--- config.mk ---
export PLATFORM = sky130hd
export DESIGN_NAME = single_precision_float_multiplier
export DESIGN_NICKNAME = d
export VERILOG_FILES = /design/src/sv/spfm_pkg.sv /design/src/sv/spfm_mul24.sv /design/src/sv/single_precision_float_multiplier.sv
export SDC_FILE = /design/constraint.sdc
export NUM_CORES = 1
export LEC_CHECK = 0
export BUFFER_PORTS_ARGS = -buffer_cell sky130_fd_sc_hd__buf_4
export CAP_MARGIN = 20
export CORE_MARGIN = 8
export CORE_UTILIZATION = 38
export CTS_CLUSTER_DIAMETER = 150
export DETAILED_ROUTE_END_ITERATION = 8
export PLACE_DENSITY = 0.58
export SYNTH_ARGS = -nofsm -noshare
export SYNTH_HDL_FRONTEND = slang
export SYNTH_SLANG_ARGS = --single-unit
--- constraint.sdc ---
create_clock -name aclk -period 9.5 [get_ports aclk]
set_clock_uncertainty 0.1 [all_clocks]
set_input_delay 1.425 -clock aclk [delete_from_list [all_inputs] [get_ports aclk]]
set_output_delay 1.425 -clock aclk [all_outputs]
set_load 0.05 [all_outputs]
--- src/sv/spfm_pkg.sv ---
// shared types and constants for the binary32 multiplier
`timescale 1ns / 1ps

package spfm_pkg;

    localparam int ExpWidth  = 8;
    localparam int FracWidth = 23;
    localparam int SigWidth  = FracWidth + 1;
    localparam int ProdWidth = 2 * SigWidth;
    localparam int WordWidth = 32;

    typedef enum logic [1:0] {
        STATUS_NORMAL    = 2'd0,
        STATUS_ZERO      = 2'd1,
        STATUS_OVERFLOW  = 2'd2,
        STATUS_UNDERFLOW = 2'd3
    } status_t;

endpackage

--- src/sv/spfm_mul24.sv ---
// 24x24 significand multiplier, two register stages with stall enable
`timescale 1ns / 1ps

module spfm_mul24
    import spfm_pkg::*;
(
    input  logic                 aclk,
    input  logic                 en,
    input  logic [SigWidth-1:0]  sig_a,
    input  logic [SigWidth-1:0]  sig_b,
    output logic [ProdWidth-1:0] prod
);

    logic [SigWidth-1:0]  a_reg;
    logic [SigWidth-1:0]  b_reg;
    logic [ProdWidth-1:0] prod_reg;

    always_ff @(posedge aclk) begin
        if (en) begin
            a_reg    <= sig_a;
            b_reg    <= sig_b;
            prod_reg <= ProdWidth'(a_reg) * ProdWidth'(b_reg);
        end
    end

    assign prod = prod_reg;

endmodule

--- src/sv/single_precision_float_multiplier.sv ---
// truncating binary32 multiplier, top level with stream handshake
// an input transaction passes the stage 1 and stage 2 registers, then the output register
// throughput: one transaction per cycle while the output is not stalled; the multiplier pair sets the depth
// a stall holds every stage in place, nothing is lost or repeated
// reset: aresetn synchronous active low clears all stage valid bits
`timescale 1ns / 1ps

module single_precision_float_multiplier
    import spfm_pkg::*;
(
    input  logic        aclk,
    input  logic        aresetn,
    input  logic        s_tvalid,
    output logic        s_tready,
    input  logic [63:0] s_tdata,   // operand_a [31:0], operand_b [63:32]
    output logic        m_tvalid,
    input  logic        m_tready,
    output logic [39:0] m_tdata    // product [31:0], status [33:32], zeros above
);

    localparam int Stages = 3;

    logic [Stages-1:0] vld_reg;
    logic              en;

    // stage registers: stage 1 holds the exponent checks
    logic                 sign1_reg;
    logic [9:0]           exp1_reg;
    status_t              st1_reg;
    logic                 sign2_reg;
    logic [9:0]           exp2_reg;
    status_t              st2_reg;
    logic [WordWidth-1:0] prod_out_reg;
    status_t              st_out_reg;

    logic [WordWidth-1:0] op_a, op_b;
    logic [ExpWidth-1:0]  ea, eb;
    logic [9:0]           esum;
    status_t              st_in;
    logic [ProdWidth-1:0] sig_prod;
    logic                 carry;
    logic [ExpWidth-1:0]  biased;
    logic [FracWidth-1:0] frac;
    logic [WordWidth-1:0] word;

    assign en       = !m_tvalid || m_tready;
    assign s_tready = en;
    assign m_tvalid = vld_reg[Stages-1];

    assign op_a = s_tdata[31:0];
    assign op_b = s_tdata[63:32];
    assign ea   = op_a[30:23];
    assign eb   = op_b[30:23];
    // biased sum, in range 2..510 when both non-zero
    assign esum = {2'b00, ea} + {2'b00, eb};

    always_comb begin
        priority if (ea == '0 || eb == '0) begin
            st_in = STATUS_ZERO;
        end else if (esum > 10'd381) begin
            st_in = STATUS_OVERFLOW;
        end else if (esum < 10'd128) begin
            st_in = STATUS_UNDERFLOW;
        end else begin
            st_in = STATUS_NORMAL;
        end
    end

    always_ff @(posedge aclk) begin
        if (!aresetn) begin
            vld_reg <= '0;
        end else if (en) begin
            vld_reg <= {vld_reg[Stages-2:0], s_tvalid};
        end
    end

    always_ff @(posedge aclk) begin
        if (en) begin
            sign1_reg <= op_a[31] ^ op_b[31];
            exp1_reg  <= esum - 10'd127;
            st1_reg   <= st_in;
            sign2_reg <= sign1_reg;
            exp2_reg  <= exp1_reg;
            st2_reg   <= st1_reg;
            prod_out_reg <= (st2_reg == STATUS_NORMAL) ? word : '0;
            st_out_reg   <= st2_reg;
        end
    end

    spfm_mul24 u_mul (
        .aclk  (aclk),
        .en    (en),
        .sig_a ({1'b1, op_a[FracWidth-1:0]}),
        .sig_b ({1'b1, op_b[FracWidth-1:0]}),
        .prod  (sig_prod)
    );

    // normalise by truncation on the carry bit
    assign carry  = sig_prod[ProdWidth-1];
    assign frac   = carry ? sig_prod[46:24] : sig_prod[45:23];
    assign biased = exp2_reg[7:0] + {7'd0, carry};
    assign word   = {sign2_reg, biased, frac};

    assign m_tdata = {6'd0, st_out_reg, prod_out_reg};

    assert property (@(posedge aclk) disable iff (!aresetn)
        m_tvalid && !m_tready |=> m_tvalid && $stable(m_tdata))
    else $error("stalled output changed");

    assert property (@(posedge aclk) disable iff (!aresetn)
        m_tvalid && st_out_reg != STATUS_NORMAL |-> prod_out_reg == '0)
    else $error("special case product not zero");

    assert property (@(posedge aclk)
        !aresetn |=> !m_tvalid)
    else $error("output valid after reset");

endmodule

==> impl_metrics.json <==
{
  "status": "completed",
  "largest_register_ffs": 32,
  "drive_gt1_frac": 0.08072,
  "multi_input_area_um2": 16690,
  "drcViolationCount": 0,
  "design.die.area_um2": 69130,
  "vias": 16000,
  "grt_use_met3": 0.03714,
  "ys_top_cells_by_count": "inv_1 (590), fa_1 (482), nand2_1 (283)",
  "critical_path_arrival_ns": 8.15,
  "maxCapViolations": 0,
  "yosysTopAreaCellShare": 0.4165,
  "cts_tree": "built",
  "worst-path-buf-inv": 5,
  "finalSetupViolations": 0,
  "rows": 90,
  "synth_area_leaders": "fa_1 (42%), edfxtp_1 (16%), ha_1 (9.8%), inv_1 (9.6%), and2_1 (6.6%)",
  "critPathKind": "reg -> reg",
  "slew_headroom": 0.1693,
  "timing.fmax_ghz": 0.1249,
  "n_antenna_cell": 0,
  "syn_avg_cell_area_um2": 9.880,
  "firstDrtPassIters": 5,
  "grt_max_degree": 74,
  "area_delta_synth_final_pct": 9.942,
  "io_pins": 110,
  "grt_pass1_wl_mm": 98.99,
  "worst_r2r_endpoint": "u_mul.prod[43]",
  "dpl_cell_area_um2": 24870,
  "hold_viol": 0,
  "crit_chain": "buf_4, and2_1, fa_1, fa_1, inv_1, fa_1, fa_1, inv_1, fa_1, fa_1, inv_1, fa_1, inv_1, ha_1, nand4_1, nor2_1, a221oi_2, o21ai_1, a21o_1, a21oi_1, o21ai_1, xnor2_1",
  "port_buffers": 103,
  "use_met1": 0.2223,
  "ys_dominant_reg_cell": "edfxtp_1",
  "regArea_um2": 3874,
  "nNetsFinal": 3146,
  "min-delay-start": "exp1_reg[6]",
  "ys_ff_latch": 130,
  "synth_top_family_by_area": "adder cells",
  "wl_per_cell_um": 19.29,
  "netlist_area_um2": 23170,
  "drt-total-wl_mm": 61.91,
  "antenna_found_initial": 2,
  "slowest_stage": "edfxtp_1",
  "clk_path_buf_depth": 2,
  "yosys.cell_count.top_type": "inv_1",
  "viasPerCell": 4.985,
  "hold_buffers": 0,
  "tightest_slew_ns": 1.246,
  "synth_area_leader_cell": "fa_1",
  "synthSimpleGateAreaFrac": 0.1411,
  "synth-async-reset-ratio": 0,
  "synth_edf_count": 127,
  "cts.clk_slew.worst_paths_ns": 0.07,
  "busiest_layer": "met2",
  "tns_ns": 0,
  "rsz0062_at_grt": "false",
  "grt_overflow": 0,
  "fillers": 5932,
  "final-max-slew-violation-count": 0,
  "start_kind": "register",
  "holdWs_ns": 0.3188,
  "yosys.area_share.adder": 0.5142,
  "hold_class": "reg -> reg",
  "die_h_um": 262.9,
  "r2r-start": "u_mul.a_reg[21]",
  "ant_nets": 0,
  "grt_pass1_vias": 17890,
  "synth_compound_area_frac": 0.03580,
  "ys_warn_count": 0,
  "final_area_um2": 25470,
  "whs_path_depth": 0,
  "worstSetupEndpointType": "register",
  "synth-xor-area-share": 0.01701,
  "cts.htree.levels": 4,
  "yosysUniqueCellTypes": 59,
  "grt_use_total": 0.1847,
  "cts_buffers": 17,
  "ctsResizeCount": 0,
  "clock_latency_ns": 0.50,
  "cts-root-buf": "clkbuf_16",
  "start_util": 0.3839,
  "coreArea_um2": 60360,
  "finalCritPeriodShare": 0.8430,
  "place_hpwl_mm": 49.42,
  "met2_usage": 0.3289,
  "die_w_um": 262.9,
  "cts.sinks": 130,
  "period_minus_slack_ns": 8.009,
  "crit_fanout": 17,
  "synth_mux_area_frac": 0.01080,
  "critPathMaxStageDelay_ns": 0.84,
  "cp_top_family": "adder cells",
  "reg2reg_slack_ns": 1.49,
  "whs_endpoint": "exp2_reg[6]",
  "drtIter0Drc": 778,
  "synth_cells": 2345,
  "cp.required_ns": 9.64,
  "ys_seq_area_frac": 0.1672,
  "reg2regPathDepth": 22,
  "crit_top_cell": "fa_1",
  "routabilityCongestion": 0.9318,
  "cts_setup_buffers": 0
}
## metal layers
metal	vias to the layer above	wire length [um]
li1	7081	-
met1	8349	24620
met2	454	32140
met3	116	3328
met4	2	1803
met5	-	13
## cell type report
class / count / share of cell area
sequential: 130 / 0.1521
timing repair buffer: 148 / 0.04362
clock buffer: 17 / 0.01670
multi-input combinational: 1526 / 0.6551
clock inverter: 15 / 0.006877
inverter: 592 / 0.08724
tap: 782 / 0.03841
## worst max-delay path by stage
stage,startpoint,to,slack (ns),cells past startpoint
global placement,u_mul.b_reg[8],u_mul.prod[42],1.68,25
CTS,u_mul.b_reg[8],u_mul.prod[42],1.57,25
detailed placement,u_mul.b_reg[8],u_mul.prod[42],1.60,25
global route,u_mul.a_reg[15],u_mul.prod[43],1.21,23
floorplan,u_mul.b_reg[0],u_mul.prod[40],2.74,24
finish,u_mul.a_reg[21],u_mul.prod[43],1.49,22
## stage by stage
stage	worst slack [ns]	util	cells
2_1_floorplan	2.739	-	2350
3_5_place_dp	1.599	0.4121	3178
5_1_grt	1.211	0.4220	3210
4_1_cts	1.573	0.4220	3210
6_report	1.491	0.4220	3210
3_3_place_gp	1.683	0.4121	3178
## worst register-to-register path, delay by kind of cell, from the launching register on
family	cells	cell delay (ns)
buf+inv	5	0.59
flops	1	0.84
simple gates	3	0.68
compound gates	5	1.47
fa+ha+maj	8	3.96
xor+xnor	1	0.14
## cells in the final DEF (no fill, tap or decap), drive strengths merged, types with 3 or more instances in the layout
master,instances
inv,596
fa,482
nand2,283
and2,244
ha,181
buf,148
edfxtp,127
nor2,74
a21oi,44
xnor2,26
mux2i,25
o21ai,22
xor2,19
a21o,17
clkbuf,17
nand3,13
nor3,11
nand4,10
a31oi,7
clkinv,7
a211oi,6
conb,6
and3,5
nand2b,5
nor4,4
o21bai,4
nor2b,4
dfxtp,3
or2,3
## cells by family after synthesis
kind of cell               count (synthesis)
and+or+nand+nor                          666
buffers and inverters                    694
DFF                                      130
AOI/OAI and AO/OA                        121
xor gates and xnor gates                  45
other                                      1
adders and majority gates                663
muxes                                     25
Power is left out: the tool's default activity adds up to more than one toggle a clock period on the data nets, which glitch-free logic cannot reach.
